<file path="src/hdl/sorted_table_insert_search_unit_defines.svh">
// ----------------------------------------------------------------------------
// sorted_table_insert_search_unit_defines.svh
// Assertion macros shared by the sorted table insert/search unit.
// ----------------------------------------------------------------------------
`ifndef SORTED_TABLE_INSERT_SEARCH_UNIT_DEFINES_SVH
`define SORTED_TABLE_INSERT_SEARCH_UNIT_DEFINES_SVH

// Same-cycle implication, sampled on clk, off while rst_n is low.
`define STSI_ASSERT_NOW(lbl, ante, cons, msg) \
  lbl: assert property (@(posedge clk) disable iff (!rst_n) (ante) |-> (cons)) \
    else $error(msg);

// Next-cycle implication, sampled on clk, off while rst_n is low.
`define STSI_ASSERT_NEXT(lbl, ante, cons, msg) \
  lbl: assert property (@(posedge clk) disable iff (!rst_n) (ante) |=> (cons)) \
    else $error(msg);

`endif

</file>
<file path="src/hdl/stsi_pkg.sv">
// ----------------------------------------------------------------------------
// stsi_pkg
// Shared types, field widths and codes of the sorted table insert/search unit.
// ----------------------------------------------------------------------------
package stsi_pkg;

  localparam int KEY_W   = 32;
  localparam int CMD_W   = 2;
  localparam int INDEX_W = 4;
  localparam int COUNT_W = 5;

  typedef logic signed [KEY_W-1:0] key_t;
  typedef logic [CMD_W-1:0]        cmd_t;

  // Command codes
  localparam cmd_t CMD_INSERT = 2'd0;
  localparam cmd_t CMD_BIN    = 2'd1;
  localparam cmd_t CMD_SEQ    = 2'd2;

  // Which table address the datapath reads for the next step
  typedef enum logic [1:0] {
    RD_BELOW,   // one below the insert cursor
    RD_AT,      // the scan cursor itself
    RD_MID      // binary search midpoint
  } rd_mode_t;

  // Result kind chosen by the controller
  typedef enum logic [1:0] {
    RES_NONE,
    RES_FULL,
    RES_SEQ_HIT,
    RES_BIN_HIT
  } res_code_t;

  // Controller -> datapath commands
  typedef struct packed {
    logic      load;
    logic      load_ins;
    logic      ins_shift;
    logic      ins_place;
    logic      seq_step;
    logic      bin_step;
    logic      res_load;
    rd_mode_t  rd_mode;
    res_code_t res_code;
  } stsi_ctl_t;

  // Datapath -> controller status
  typedef struct packed {
    logic full;
    logic empty;
    logic i_one;
    logic key_lt;
    logic key_eq;
    logic seq_last;
    logic bin_done;
    logic slot_free;
  } stsi_sts_t;

endpackage

</file>
<file path="src/hdl/stsi_if.sv">
// ----------------------------------------------------------------------------
// stsi_if
// Valid/ready channels: command items in, result items out.
// ----------------------------------------------------------------------------
interface stsi_in_if;
  logic              valid;
  logic              ready;
  stsi_pkg::cmd_t    cmd;
  stsi_pkg::key_t    key;

  modport source (output valid, cmd, key, input ready);
  modport sink   (input valid, cmd, key, output ready);
endinterface

interface stsi_out_if;
  logic                           valid;
  logic                           ready;
  logic                           found;
  logic [stsi_pkg::INDEX_W-1:0]   index;
  logic                           status;
  logic [stsi_pkg::COUNT_W-1:0]   count;

  modport source (output valid, found, index, status, count, input ready);
  modport sink   (input valid, found, index, status, count, output ready);
endinterface

</file>
<file path="src/hdl/sorted_table_insert_search_unit.sv">
// ----------------------------------------------------------------------------
// sorted_table_insert_search_unit
// Ascending table of signed 32-bit keys with insert, binary and linear search.
// ----------------------------------------------------------------------------
// One item is worked at a time; every item gives exactly one result item. The
// table sits in a memory with one write port and one registered read port,
// and that memory sets the pace: an insert moves up each key greater than
// the new one and then writes the new key, a full-table reject or an unused
// command goes straight to the result, a linear search scans entries in turn
// (at most CAPACITY), and a binary search probes midpoints (at most
// clog2(CAPACITY)+1 probes). A new item is taken as soon as the previous
// result has been placed in the output register, even if that result is
// still waiting to be taken. Table contents are not cleared at reset; only
// the count is, and entries at or above the count never decide a result.
`include "sorted_table_insert_search_unit_defines.svh"

module sorted_table_insert_search_unit #(
  parameter int CAPACITY = 16
) (
  input  logic       clk,
  input  logic       rst_n,
  stsi_in_if.sink    in_ch,
  stsi_out_if.source out_ch
);
  import stsi_pkg::*;

  stsi_ctl_t ctl;   // sequencer commands
  stsi_sts_t sts;   // datapath flags

  // Sequencer: IDLE accepts, *_CMP states walk the table, RESP issues result
  stsi_ctrl u_ctrl (
    .clk   (clk),
    .rst_n (rst_n),
    .in_ch (in_ch),
    .sts   (sts),
    .ctl   (ctl)
  );

  // Table memory, cursors, key compare and output register
  stsi_datapath #(
    .CAPACITY (CAPACITY)
  ) u_dp (
    .clk    (clk),
    .rst_n  (rst_n),
    .ctl    (ctl),
    .sts    (sts),
    .in_key (in_ch.key),
    .out_ch (out_ch)
  );

  // Short names for the checked terms
  logic       in_take;
  logic       rej_out;
  logic       rej_clean;
  logic [5:0] dp_acts;

  assign in_take   = in_ch.valid && in_ch.ready;
  assign rej_out   = out_ch.valid && out_ch.status;
  assign rej_clean = !out_ch.found && (out_ch.index == '0);
  assign dp_acts   = {ctl.load, ctl.ins_shift, ctl.ins_place,
                      ctl.seq_step, ctl.bin_step, ctl.res_load};

  // One item in flight: right after an accept the port must be closed
  `STSI_ASSERT_NEXT(a_one_in_flight, in_take, !in_ch.ready, "item accepted while busy")
  // A waiting result is never overwritten
  `STSI_ASSERT_NOW(a_no_overwrite, ctl.res_load, sts.slot_free, "result register overwritten")
  // Datapath actions are mutually exclusive
  `STSI_ASSERT_NOW(a_one_action, 1'b1, $onehot0(dp_acts), "overlapping datapath commands")
  // A rejected insert carries no match
  `STSI_ASSERT_NOW(a_reject_clean, rej_out, rej_clean, "rejected insert reports a match")

endmodule

</file>
<file path="src/hdl/stsi_ctrl.sv">
// ----------------------------------------------------------------------------
// stsi_ctrl
// Command sequencer: accepts an item, steps the datapath, issues the result.
// ----------------------------------------------------------------------------
module stsi_ctrl (
  input  logic                clk,
  input  logic                rst_n,
  stsi_in_if.sink             in_ch,
  input  stsi_pkg::stsi_sts_t sts,
  output stsi_pkg::stsi_ctl_t ctl
);
  import stsi_pkg::*;

  typedef enum logic [2:0] {
    S_IDLE,
    S_INS_CMP,
    S_INS_PLACE,
    S_SEQ_CMP,
    S_BIN_CMP,
    S_RESP
  } state_t;

  state_t    state_r, state_nxt;
  res_code_t code_r, code_nxt;

  assign in_ch.ready = (state_r == S_IDLE);

  always_comb begin
    state_nxt    = state_r;
    code_nxt     = code_r;
    ctl          = '0;
    ctl.rd_mode  = RD_AT;
    ctl.res_code = code_r;
    case (state_r)
      S_IDLE: begin
        if (in_ch.valid) begin
          ctl.load = 1'b1;
          case (in_ch.cmd)
            CMD_INSERT: begin
              ctl.load_ins = 1'b1;
              ctl.rd_mode  = RD_BELOW;
              if (sts.full) begin
                code_nxt  = RES_FULL;
                state_nxt = S_RESP;
              end else if (sts.empty) begin
                state_nxt = S_INS_PLACE;
              end else begin
                state_nxt = S_INS_CMP;
              end
            end
            CMD_BIN: begin
              ctl.rd_mode = RD_MID;
              if (sts.empty) begin
                code_nxt  = RES_NONE;
                state_nxt = S_RESP;
              end else begin
                state_nxt = S_BIN_CMP;
              end
            end
            CMD_SEQ: begin
              ctl.rd_mode = RD_AT;
              if (sts.empty) begin
                code_nxt  = RES_NONE;
                state_nxt = S_RESP;
              end else begin
                state_nxt = S_SEQ_CMP;
              end
            end
            default: begin
              code_nxt  = RES_NONE;
              state_nxt = S_RESP;
            end
          endcase
        end
      end
      S_INS_CMP: begin
        ctl.rd_mode = RD_BELOW;
        if (sts.key_lt) begin
          ctl.ins_shift = 1'b1;
          if (sts.i_one) begin
            state_nxt = S_INS_PLACE;
          end
        end else begin
          state_nxt = S_INS_PLACE;
        end
      end
      S_INS_PLACE: begin
        ctl.ins_place = 1'b1;
        code_nxt      = RES_NONE;
        state_nxt     = S_RESP;
      end
      S_SEQ_CMP: begin
        ctl.rd_mode = RD_AT;
        if (sts.key_eq) begin
          code_nxt  = RES_SEQ_HIT;
          state_nxt = S_RESP;
        end else begin
          ctl.seq_step = 1'b1;
          if (sts.seq_last) begin
            code_nxt  = RES_NONE;
            state_nxt = S_RESP;
          end
        end
      end
      S_BIN_CMP: begin
        ctl.rd_mode = RD_MID;
        if (sts.key_eq) begin
          code_nxt  = RES_BIN_HIT;
          state_nxt = S_RESP;
        end else begin
          ctl.bin_step = 1'b1;
          if (sts.bin_done) begin
            code_nxt  = RES_NONE;
            state_nxt = S_RESP;
          end
        end
      end
      S_RESP: begin
        if (sts.slot_free) begin
          ctl.res_load = 1'b1;
          state_nxt    = S_IDLE;
        end
      end
      default: begin
        state_nxt = S_IDLE;
      end
    endcase
  end

  always_ff @(posedge clk) begin
    if (!rst_n) begin
      state_r <= S_IDLE;
      code_r  <= RES_NONE;
    end else begin
      state_r <= state_nxt;
      code_r  <= code_nxt;
    end
  end

endmodule

</file>
<file path="src/hdl/stsi_datapath.sv">
// ----------------------------------------------------------------------------
// stsi_datapath
// Key table memory, cursors, comparators and the result register.
// ----------------------------------------------------------------------------
module stsi_datapath #(
  parameter int CAPACITY = 16
) (
  input  logic                clk,
  input  logic                rst_n,
  input  stsi_pkg::stsi_ctl_t ctl,
  output stsi_pkg::stsi_sts_t sts,
  input  stsi_pkg::key_t      in_key,
  stsi_out_if.source          out_ch
);
  import stsi_pkg::*;

  localparam int CW = $clog2(CAPACITY + 1);
  localparam int PW = (CAPACITY > 1) ? $clog2(CAPACITY) : 1;
  localparam logic [CW-1:0] CAP_C = CW'(CAPACITY);
  localparam logic [CW-1:0] ONE_C = CW'(1);

  // floor((lo + hi1 - 1) / 2), valid while lo < hi1
  function automatic logic [CW-1:0] mid_of(input logic [CW-1:0] lo,
                                           input logic [CW-1:0] hi1);
    logic [CW:0] s;
    s = {1'b0, lo} + {1'b0, hi1} - {{CW{1'b0}}, 1'b1};
    return s[CW:1];
  endfunction

  key_t          mem [CAPACITY];
  key_t          rdata_r;
  key_t          key_r;
  key_t          wr_data;
  logic [PW-1:0] rd_addr;
  logic [PW-1:0] wr_addr;
  logic          wr_en;

  logic [CW-1:0] cnt_r, cnt_nxt;
  logic [CW-1:0] i_r, i_nxt;
  logic [CW-1:0] lo_r, lo_nxt;
  logic [CW-1:0] hi1_r, hi1_nxt;
  logic [CW-1:0] mid_cur, mid_nxt, hit_pos;

  logic               out_valid_r;
  logic               found_r, status_r;
  logic [INDEX_W-1:0] index_r;
  logic [COUNT_W-1:0] count_r;

  assign mid_cur = mid_of(lo_r, hi1_r);

  always_comb begin
    i_nxt   = i_r;
    lo_nxt  = lo_r;
    hi1_nxt = hi1_r;
    cnt_nxt = cnt_r;
    wr_en   = 1'b0;
    wr_addr = PW'(i_r);
    wr_data = rdata_r;
    if (ctl.load) begin
      i_nxt   = ctl.load_ins ? cnt_r : '0;
      lo_nxt  = '0;
      hi1_nxt = cnt_r;
    end
    if (ctl.ins_shift) begin
      wr_en = 1'b1;
      i_nxt = i_r - ONE_C;
    end
    if (ctl.ins_place) begin
      wr_en   = 1'b1;
      wr_data = key_r;
      cnt_nxt = cnt_r + ONE_C;
    end
    if (ctl.seq_step) begin
      i_nxt = i_r + ONE_C;
    end
    if (ctl.bin_step) begin
      if (sts.key_lt) begin
        hi1_nxt = mid_cur;
      end else begin
        lo_nxt = mid_cur + ONE_C;
      end
    end
  end

  assign mid_nxt = mid_of(lo_nxt, hi1_nxt);

  // Read address follows the next cursor, so the registered read data lines up with the updated cursors
  always_comb begin
    case (ctl.rd_mode)
      RD_BELOW: rd_addr = PW'(i_nxt - ONE_C);
      RD_AT:    rd_addr = PW'(i_nxt);
      default:  rd_addr = PW'(mid_nxt);
    endcase
  end

  always_ff @(posedge clk) begin
    if (wr_en) begin
      mem[wr_addr] <= wr_data;
    end
    rdata_r <= mem[rd_addr];
  end

  always_comb begin
    case (ctl.res_code)
      RES_SEQ_HIT: hit_pos = i_r;
      RES_BIN_HIT: hit_pos = mid_cur;
      default:     hit_pos = '0;
    endcase
  end

  always_ff @(posedge clk) begin
    if (ctl.load) begin
      key_r <= in_key;
    end
    i_r   <= i_nxt;
    lo_r  <= lo_nxt;
    hi1_r <= hi1_nxt;
    if (ctl.res_load) begin
      found_r  <= (ctl.res_code == RES_SEQ_HIT) || (ctl.res_code == RES_BIN_HIT);
      index_r  <= INDEX_W'(hit_pos);
      status_r <= (ctl.res_code == RES_FULL);
      count_r  <= COUNT_W'(cnt_r);
    end
  end

  always_ff @(posedge clk) begin
    if (!rst_n) begin
      cnt_r       <= '0;
      out_valid_r <= 1'b0;
    end else begin
      cnt_r <= cnt_nxt;
      if (ctl.res_load) begin
        out_valid_r <= 1'b1;
      end else if (out_ch.ready) begin
        out_valid_r <= 1'b0;
      end
    end
  end

  assign sts.full      = (cnt_r == CAP_C);
  assign sts.empty     = (cnt_r == '0);
  assign sts.i_one     = (i_r == ONE_C);
  assign sts.key_lt    = (key_r < rdata_r);
  assign sts.key_eq    = (key_r == rdata_r);
  assign sts.seq_last  = ((i_r + ONE_C) == cnt_r);
  assign sts.bin_done  = sts.key_lt ? (lo_r >= mid_cur) : ((mid_cur + ONE_C) >= hi1_r);
  assign sts.slot_free = !out_valid_r || out_ch.ready;

  assign out_ch.valid  = out_valid_r;
  assign out_ch.found  = found_r;
  assign out_ch.index  = index_r;
  assign out_ch.status = status_r;
  assign out_ch.count  = count_r;

endmodule
</file>
<file path="src/flat_wrapper.sv">
// flat-port wrapper written by rule: the top's interface ports become plain ports
module sorted_table_insert_search_unit_flat import stsi_pkg::*;
#(
  parameter int CAPACITY = 16
)
  (clk, rst_n, in_ch_valid, in_ch_cmd, in_ch_key, in_ch_ready, out_ch_valid, out_ch_found, out_ch_index, out_ch_status, out_ch_count, out_ch_ready);
  stsi_in_if in_ch_i ();
  stsi_out_if out_ch_i ();
  input  logic clk;
  input  logic rst_n;
  input wire logic [$bits(in_ch_i.valid)-1:0] in_ch_valid;
  input wire logic [$bits(in_ch_i.cmd)-1:0] in_ch_cmd;
  input wire logic [$bits(in_ch_i.key)-1:0] in_ch_key;
  output wire logic [$bits(in_ch_i.ready)-1:0] in_ch_ready;
  output wire logic [$bits(out_ch_i.valid)-1:0] out_ch_valid;
  output wire logic [$bits(out_ch_i.found)-1:0] out_ch_found;
  output wire logic [$bits(out_ch_i.index)-1:0] out_ch_index;
  output wire logic [$bits(out_ch_i.status)-1:0] out_ch_status;
  output wire logic [$bits(out_ch_i.count)-1:0] out_ch_count;
  input wire logic [$bits(out_ch_i.ready)-1:0] out_ch_ready;
  assign in_ch_i.valid = in_ch_valid;
  assign in_ch_i.cmd = in_ch_cmd;
  assign in_ch_i.key = in_ch_key;
  assign in_ch_ready = in_ch_i.ready;
  assign out_ch_valid = out_ch_i.valid;
  assign out_ch_found = out_ch_i.found;
  assign out_ch_index = out_ch_i.index;
  assign out_ch_status = out_ch_i.status;
  assign out_ch_count = out_ch_i.count;
  assign out_ch_i.ready = out_ch_ready;
  sorted_table_insert_search_unit #(.CAPACITY(CAPACITY)) u_core (.clk(clk), .rst_n(rst_n), .in_ch(in_ch_i), .out_ch(out_ch_i));
endmodule
</file>
<file path="config.mk">
export PLATFORM = sky130hd
export DESIGN_NAME = sorted_table_insert_search_unit_flat
export DESIGN_NICKNAME = d
export VERILOG_FILES = /design/src/hdl/stsi_pkg.sv /design/src/hdl/stsi_if.sv /design/src/hdl/sorted_table_insert_search_unit.sv /design/src/hdl/stsi_ctrl.sv /design/src/hdl/stsi_datapath.sv /design/src/flat_wrapper.sv
export VERILOG_INCLUDE_DIRS = /design/src /design/src/hdl
export SDC_FILE = /design/constraint.sdc
export NUM_CORES = 1
export LEC_CHECK = 0
export BUFFER_PORTS_ARGS = -buffer_cell sky130_fd_sc_hd__buf_4
export CAP_MARGIN = 20
export CORE_MARGIN = 10
export CORE_UTILIZATION = 40
export DETAILED_ROUTE_END_ITERATION = 6
export GPL_ROUTABILITY_DRIVEN = 0
export SYNTH_ARGS = -nofsm -noshare
export SYNTH_HDL_FRONTEND = slang
export SYNTH_SLANG_ARGS = --single-unit
export TNS_END_PERCENT = 100
</file>
<file path="constraint.sdc">
create_clock -name clk -period 13.6 [get_ports clk]
set_clock_uncertainty 0.15 [all_clocks]
set_input_delay 3.4 -clock clk [delete_from_list [all_inputs] [get_ports clk]]
set_output_delay 3.4 -clock clk [all_outputs]
set_load 0.1 [all_outputs]
</file>
==> results of run 1 <==
## critical path, stage by stage
cell	delay, ns
buf_4	0.11
nand2_2	0.12
inv_2	0.07
buf_4	0.56
nand2_1	0.11
o211ai_1	0.11
o21a_1	0.16
inv_1	0.05
ha_1	0.26
inv_1	0.06
fa_1	0.48
a22oi_1	0.22
o21a_4	0.89
buf_12	0.76
mux2i_1	0.28
mux2i_1	0.10
mux2i_1	0.27
mux2i_1	0.12
## cells by family (layout without fill, tap and decap cells)
group                      count (synthesis)  in the layout  share of synthesized area
muxes                                    492            492                      0.188
xor gates and xnor gates                  25             25                    0.00884
and+or+nand+nor                          181            181                     0.0327
adders and majority gates                 72             72                     0.0348
DFF                                      613            613                      0.677
buffers and inverters                    160            319                     0.0272
AOI/OAI and AO/OA                        126            126                     0.0312
## cell usage in the layout, fill, tap and decap left out, drive strengths merged, types with 3 or more instances in the layout
master    count
bufinv       11
a21oi        31
a21o         13
and3         11
dfxtp        57
clkinv       18
xor2         12
o21ai        44
nand2        69
ha           70
inv          92
a21boi        5
and2          7
xnor2        12
o21a          3
nand4        11
clkinvlp      5
or2           3
nand2b        4
buf         108
edfxtp      556
mux2i       491
o211ai        6
nor3         14
nor2b         9
nand3        17
clkbuf       85
nor2         30
## flip-flops by register name, summed over array words and instances (netlist names)
signal and flops:
u_core.u_dp.hi1_r 5, u_core.u_dp.i_r 5, u_core.u_dp.key_r 32, u_core.u_dp.mem 512, u_core.u_dp.rdata_r 32, u_core.u_dp.lo_r 5, u_core.u_dp.out_ch.index 4, u_core.u_ctrl.state_r 3
u_core.u_dp.out_ch.status 1, u_core.u_dp.out_ch.count 5, u_core.u_dp.cnt_r 5, u_core.u_dp.out_ch.found 1, u_core.u_dp.out_ch.valid 1, u_core.u_ctrl.code_r 2
## Yosys cell counts, types with 2 or more instances
master,instances,share of area
fa_1,2,0.0015
nor2_1,29,0.0041
and3_1,11,0.0026
o211ai_1,6,0.0017
xnor2_1,12,0.0040
or2_2,2,0.00048
o21ai_1,4,0.00076
o22a_1,2,0.00067
nand2_1,68,0.0097
nor3_1,13,0.0025
o21a_1,3,0.00086
edfxtp_1,556,0.63
o21ai_0,40,0.0076
nand4_1,11,0.0026
mux2i_4,2,0.0017
o221ai_1,2,0.00067
dfxtp_1,57,0.043
a21oi_2,2,0.00067
inv_2,3,0.00043
buf_12,3,0.0023
a21o_1,13,0.0037
a31oi_1,2,0.00048
nand3_1,17,0.0032
ha_1,70,0.033
inv_1,83,0.012
clkbuf_1,22,0.0031
or4_1,2,0.00057
buf_2,47,0.0089
nand2b_1,4,0.00095
and2_1,7,0.0017
a21oi_1,29,0.0055
nor2b_1,9,0.0021
mux2i_1,489,0.19
xor2_1,12,0.0040
a221oi_2,2,0.0011
a21boi_0,5,0.0014
## through the flow
step           setup slack [ns]  hold slack, ns
4_1_cts                    5.53           0.357
2_1_floorplan              5.97           0.256
6_report                   5.58           0.356
5_1_grt                    5.18           0.395
3_3_place_gp               5.00           0.339
3_5_place_dp               4.86           0.345
## metal layers
metal  part of all wire  track usage  vias to the layer above
met5                  0            0                        -
met4              0.022       0.0444                        0
met3              0.043       0.0269                       90
met2               0.49        0.247                      309
met1               0.45        0.193                     7036
li1                   -            -                     6518
## path summary, 6_finish.rpt
kind	start	to	slack, ns	depth (start not counted)
hold / removal	u_core.u_dp.lo_r[0]	u_core.u_dp.lo_r[0]	0.36	2
hold reg to reg	u_core.u_dp.lo_r[0]	u_core.u_dp.lo_r[0]	0.36	2
setup reg to reg	u_core.u_dp.key_r[23]	u_core.u_dp.rdata_r[28]	6.04	20
setup / recovery	in_ch_valid	u_core.u_dp.rdata_r[28]	5.58	18
## cell type report
| cell class | count | share of cell area |
|---|---|---|
| Inverter | 86 | 0.0107 |
| Tap cell | 864 | 0.0357 |
| Multi-Input combinational cell | 896 | 0.260 |
| Clock inverter | 40 | 0.0186 |
| Sequential cell | 613 | 0.589 |
| Clock buffer | 85 | 0.0589 |
| Timing Repair Buffer | 108 | 0.0274 |
==> metrics.txt, run 1 <==
status completed; maximum clock frequency 0.125 GHz; max-slew violations 0; port buffer count 50; Initial Util 0.402; post-route ant nets 0; crit path DAT 8.33 ns; Finished Cell Area 0.0303 mm²; final non-filler cell total 2,692; Reg area 0.0178 mm²; first-pass GRT wire length 86,500 µm; # Post-CTS Setup Buffers 0; mapped cell area 0.0263 mm²; area grow syn2layout 15.1%; EDFF count, synth 556; largest net degree at the start of global routing 142; final setup vio count 0; CP endpoint kind flip-flop; Hold/Removal Path Class reg -> reg; FILL cells 5,649; Longest Clk Path Bufs 3; CP Class in -> reg; Clock transition at path regs 0.06 ns; CTS tree yes; Clock Tree Root clkbuf_16; placed insts 2,567; Worst-Margin Slew 1.11 ns; number of cell rows 94; initial DRC count 930; crit share post-route 0.590; vias per cell 5.18; Worst Path Max Fanout 141; syn_area_per_cell 15.8 µm²; Final nets 1,883; wirelength, routed 57,900 µm; WL/cell 21.5 µm; Die X 277 µm; CTS Sinks 613; Detailed Place HPWL 29,900 µm; core area 0.0655 mm²; multi-input logic area 0.00789 mm²; sequential area share after synthesis 0.677; crit path time final 8.02 ns; Max Cap Viol 0; CTS HTree Levels 3; Fin. Hold Viols 0; syn_nets 1,779; die area 0.0765 mm²; CP Launch Type input port; Seq cells post-synth 613; Max-slew headroom 0.263; yosys warns 0; Post-DP Area 0.0280 mm²; ys async rst share 0; unrepaired setup endpoints after global routing no; TritonRoute pass-1 iters 5; Num CTS Buffers 68; initial antenna violation count 0; ratio of cells with drive above 1 in the final layout 0.136; # hold bufs at CTS 0; Remaining DRCs 0; Worst Path Required 13.91 ns; vias in the first global route 14,100; fin util 0.463; Die H 277 µm; Setup Total Neg Slack 0 ns; gr ovfl total 0; Cells after Synth 1,669; Primary FF master, synth edfxtp_1; worst-skew pair later-pin latency 0.61 ns; I/O Pins 51; Netlist cell types 64; # resized after CTS 0; GRT Util Overall 0.148; Inserted Diodes 0; vias 14,000
Power of run 1 is left out: the tool's default activity adds up to more than one toggle a clock period on the data nets, which glitch-free logic cannot reach.
==> inputs of run 2 (changes only) <==
clock period = 7.15 ns   (was 13.6 ns; I/O delays follow)
==> metrics.txt, run 2 (synthesis results as in run 1) <==
initial antenna violation count 0; initial DRC count 1,169; Clock Tree Root clkbuf_16; Initial Util 0.402; WL/cell 22.0 µm; number of cell rows 94; TritonRoute pass-1 iters 7; wirelength, routed 59,300 µm; largest net degree at the start of global routing 65; Worst Path Max Fanout 50; # hold bufs at CTS 0; Num CTS Buffers 67; Worst Path Required 7.51 ns; Setup Total Neg Slack 0 ns; CP Launch Type flip-flop; crit path time final 6.49 ns; Remaining DRCs 0; Clock transition at path regs 0.06 ns; Worst-Margin Slew 1.06 ns; max-slew violations 0; most common cell after layout, fill and taps aside edfxtp_1; status completed; Detailed Place HPWL 33,700 µm; post-route ant nets 0; RR Startpoint u_core.u_dp.key_r[22]; # resized after CTS 0; core area 0.0655 mm²; ratio of cells with drive above 1 in the final layout 0.138; commonest cells after routing, fill and taps aside 556 x edfxtp_1, 489 x mux2i_1, 106 x buf_4; CP endpoint kind flip-flop; maximum clock frequency 0.154 GHz; Inserted Diodes 0; Hold/Removal Path Class reg -> reg; GRT Util Overall 0.152; Max Cap Viol 0; vias 13,900; Worst R2R End u_core.u_dp.rdata_r[3]; unrepaired setup endpoints after global routing no; Die H 277 µm; top flop regs u_core.u_dp.mem (512), u_core.u_dp.key_r (32), u_core.u_dp.rdata_r (32); R2R depth 20; Max-slew headroom 0.294; max reg flops 512; vias in the first global route 14,100; CTS Sinks 613; Worst Setup SP u_core.u_dp.key_r[22]; crit share post-route 0.908; die area 0.0765 mm²; vias per cell 5.16; Longest Clk Path Bufs 3; crit path to u_core.u_dp.rdata_r[3]; Fin. Hold Viols 0; Reg2Reg Setup Slack 0.66 ns; Die X 277 µm; Final nets 1,892; CP Class reg -> reg; first-pass GRT wire length 89,100 µm; Reg with most FFs u_core.u_dp.mem; CTS tree yes; area grow syn2layout 15.3%; I/O Pins 51; final setup vio count 0; worst-skew pair later-pin latency 0.61 ns; crit path DAT 6.85 ns; gr ovfl total 0; CTS HTree Levels 3; # Post-CTS Setup Buffers 0; port buffer count 50
-- run 2: final cells by class --
class	instances	area [µm²]
fillers	5547	35100
repair buffers	118	1040
clock buffers	91	1820
inverters	86	323
well taps	864	1080
flip-flops and latches	613	17800
clock inverters	33	387
multi-input cells	896	7890
-- run 2: per-layer routing --
layer	track usage	wire length [µm]	vias to the layer above
met5	0	0	-
met4	0.0499	1250	0
met3	0.0273	2940	86
met2	0.246	28000	302
met1	0.205	27100	7002
li1	-	-	6548
-- run 2: per-stage QoR --
step	hold slack [ns]	std cells	instance area (µm²)	worst slack, ns	utilization
finish	0.358	2701	30400	0.656	0.464
global route	0.402	2701	30400	0.313	0.464
CTS	0.354	2701	30400	0.706	0.464
detailed placement	0.346	2577	28200	0.766	0.430
global placement	0.350	2577	28200	0.922	0.430
floorplan	0.256	1669	26300	1.13	-
-- run 2: worst min path at each step --
stage                          from                     endpoint  slack, ns  depth (start not counted)
2_1_floorplan  u_core.u_dp.cnt_r[2]  u_core.u_dp.out_ch.count[2]       0.26                          0
3_3_place_gp    u_core.u_dp.lo_r[0]          u_core.u_dp.lo_r[0]       0.35                          2
3_5_place_dp    u_core.u_dp.lo_r[0]          u_core.u_dp.lo_r[0]       0.35                          2
4_1_cts         u_core.u_dp.lo_r[0]          u_core.u_dp.lo_r[0]       0.35                          2
5_1_grt         u_core.u_dp.lo_r[0]          u_core.u_dp.lo_r[0]       0.40                          2
6_report        u_core.u_dp.lo_r[0]          u_core.u_dp.lo_r[0]       0.36                          2
-- run 2: worst max-delay path: stages, from the launching register on --
cell      delay, ns
edfxtp_1       0.43
ha_1           0.36
nand4_1        0.30
nor3_2         0.45
a221oi_2       0.13
o32ai_2        0.53
o31ai_1        0.27
nor2_1         0.55
nand2_1        0.14
o21a_1         0.15
ha_1           0.28
inv_1          0.04
ha_1           0.22
fa_1           0.46
a22oi_1        0.22
o21a_4         0.49
buf_12         0.38
mux2i_1        0.14
mux2i_1        0.34
mux2i_1        0.13
mux2i_1        0.18
Power of run 2 is left out for the same reason.
==> inputs of run 3 (changes only) <==
RECOVER_POWER = 50   (was default)
==> metrics.txt, run 3 (synthesis results as in run 1) <==
status finished with violations; failing checks max-capacitance violations, max-slew violations; WL/cell 22.0 µm; Die X 277 µm; Fin. Hold Viols 0; gr ovfl total 0; Inserted Diodes 0; Detailed Place HPWL 33,700 µm; Max-slew headroom -0.930; area grow syn2layout 14.7%; maximum clock frequency 0.155 GHz; die area 0.0765 mm²; largest net degree at the start of global routing 65; CTS tree yes; fin util 0.461; initial DRC count 1,100; max-slew violations 63; post-route ant nets 0; # Post-CTS Setup Buffers 0; crit share post-route 0.900; Clock transition at path regs 0.06 ns; CTS HTree Levels 3; Initial Util 0.402; unrepaired setup endpoints after global routing no; CP Launch Type flip-flop; vias 14,000; TritonRoute pass-1 iters 5; crit path DAT 6.79 ns; final setup vio count 0; # hold bufs at CTS 0; I/O Pins 51; core area 0.0655 mm²; max reg flops 512; commonest cells after routing, fill and taps aside 556 x edfxtp_1, 489 x mux2i_1, 84 x inv_1; FILL cells 5,577; top flop regs u_core.u_dp.mem (512), u_core.u_dp.key_r (32), u_core.u_dp.rdata_r (32); Die H 277 µm; Worst-Margin Slew 2.90 ns; number of cell rows 94; Max Cap Viol 1; port buffer count 50; CTS Sinks 613; ratio of cells with drive above 1 in the final layout 0.114; Setup Total Neg Slack 0 ns; Hold/Removal Path Class reg -> reg; Reg with most FFs u_core.u_dp.mem; GRT Util Overall 0.152; initial antenna violation count 0; Longest Clk Path Bufs 3; first-pass GRT wire length 89,100 µm; vias per cell 5.19; Worst Path Max Fanout 50; most common cell after layout, fill and taps aside edfxtp_1; Remaining DRCs 0; Clock Tree Root clkbuf_16; CP endpoint kind flip-flop; vias in the first global route 14,100; crit path time final 6.43 ns; worst-skew pair later-pin latency 0.61 ns; wirelength, routed 59,400 µm; Worst Path Required 7.51 ns; Final nets 1,892; # resized after CTS 0; Num CTS Buffers 67; CP Class reg -> reg
==> run 3: changes by cell type in the layout (fill, tap and decap cells not counted), moves of 2 or more <==
cell | previous run | this run
and2_0 | 0 | 2
clkbuf_4 | 0 | 26
clkbuf_1 | 21 | 62
and2_1 | 7 | 5
buf_4 | 106 | 39
==> run 3: worst max-delay path: stages, from the launching register on <==
cell	delay (ns)
edfxtp_1	0.43
ha_1	0.36
nand4_1	0.27
nor3_2	0.45
nand3_1	0.20
a21oi_1	0.44
o31ai_1	0.26
nor2_1	0.55
nand2_1	0.14
o21a_1	0.15
ha_1	0.28
inv_1	0.04
ha_1	0.22
fa_1	0.46
a22oi_1	0.22
o21a_4	0.49
buf_12	0.37
mux2i_1	0.14
mux2i_1	0.34
mux2i_1	0.13
mux2i_1	0.18
==> run 3: area by class of cell <==
class / instances / area [µm²] / area share
clock buffers: 91 / 1820 / 0.0602
clock inverters: 33 / 387 / 0.0128
inverters: 86 / 323 / 0.0107
multi-input cells: 896 / 7880 / 0.261
flip-flops and latches: 613 / 17800 / 0.590
well taps: 864 / 1080 / 0.0358
repair buffers: 118 / 882 / 0.0292
==> run 3: final timing paths <==
kind / slack (ns) / depth (start not counted) / start / to
setup / recovery: 0.72 / 20 / u_core.u_dp.key_r[22] / u_core.u_dp.rdata_r[3]
hold / removal: 0.35 / 2 / u_core.u_dp.lo_r[0] / u_core.u_dp.lo_r[0]
setup reg to reg: 0.72 / 20 / u_core.u_dp.key_r[22] / u_core.u_dp.rdata_r[3]
hold reg to reg: 0.35 / 2 / u_core.u_dp.lo_r[0] / u_core.u_dp.lo_r[0]
==> run 3: routing by layer <==
layer | wire length, µm | track usage
met4 | 1250 | 0.0499
met5 | 0 | 0
met2 | 28000 | 0.246
met1 | 27000 | 0.205
met3 | 3090 | 0.0273
==> run 3: metrics by stage <==
| stage | setup slack, ns | hold slack (ns) | instance area (µm²) | std cells |
|---|---|---|---|---|
| after floorplan | 1.13 | 0.256 | 26300 | 1669 |
| after global placement | 0.922 | 0.350 | 28200 | 2577 |
| after detailed placement | 0.766 | 0.346 | 28200 | 2577 |
| after CTS | 0.706 | 0.354 | 30400 | 2701 |
| after global routing | 0.313 | 0.402 | 30200 | 2701 |
| final | 0.718 | 0.354 | 30200 | 2701 |
Power of run 3 is left out for the same reason.
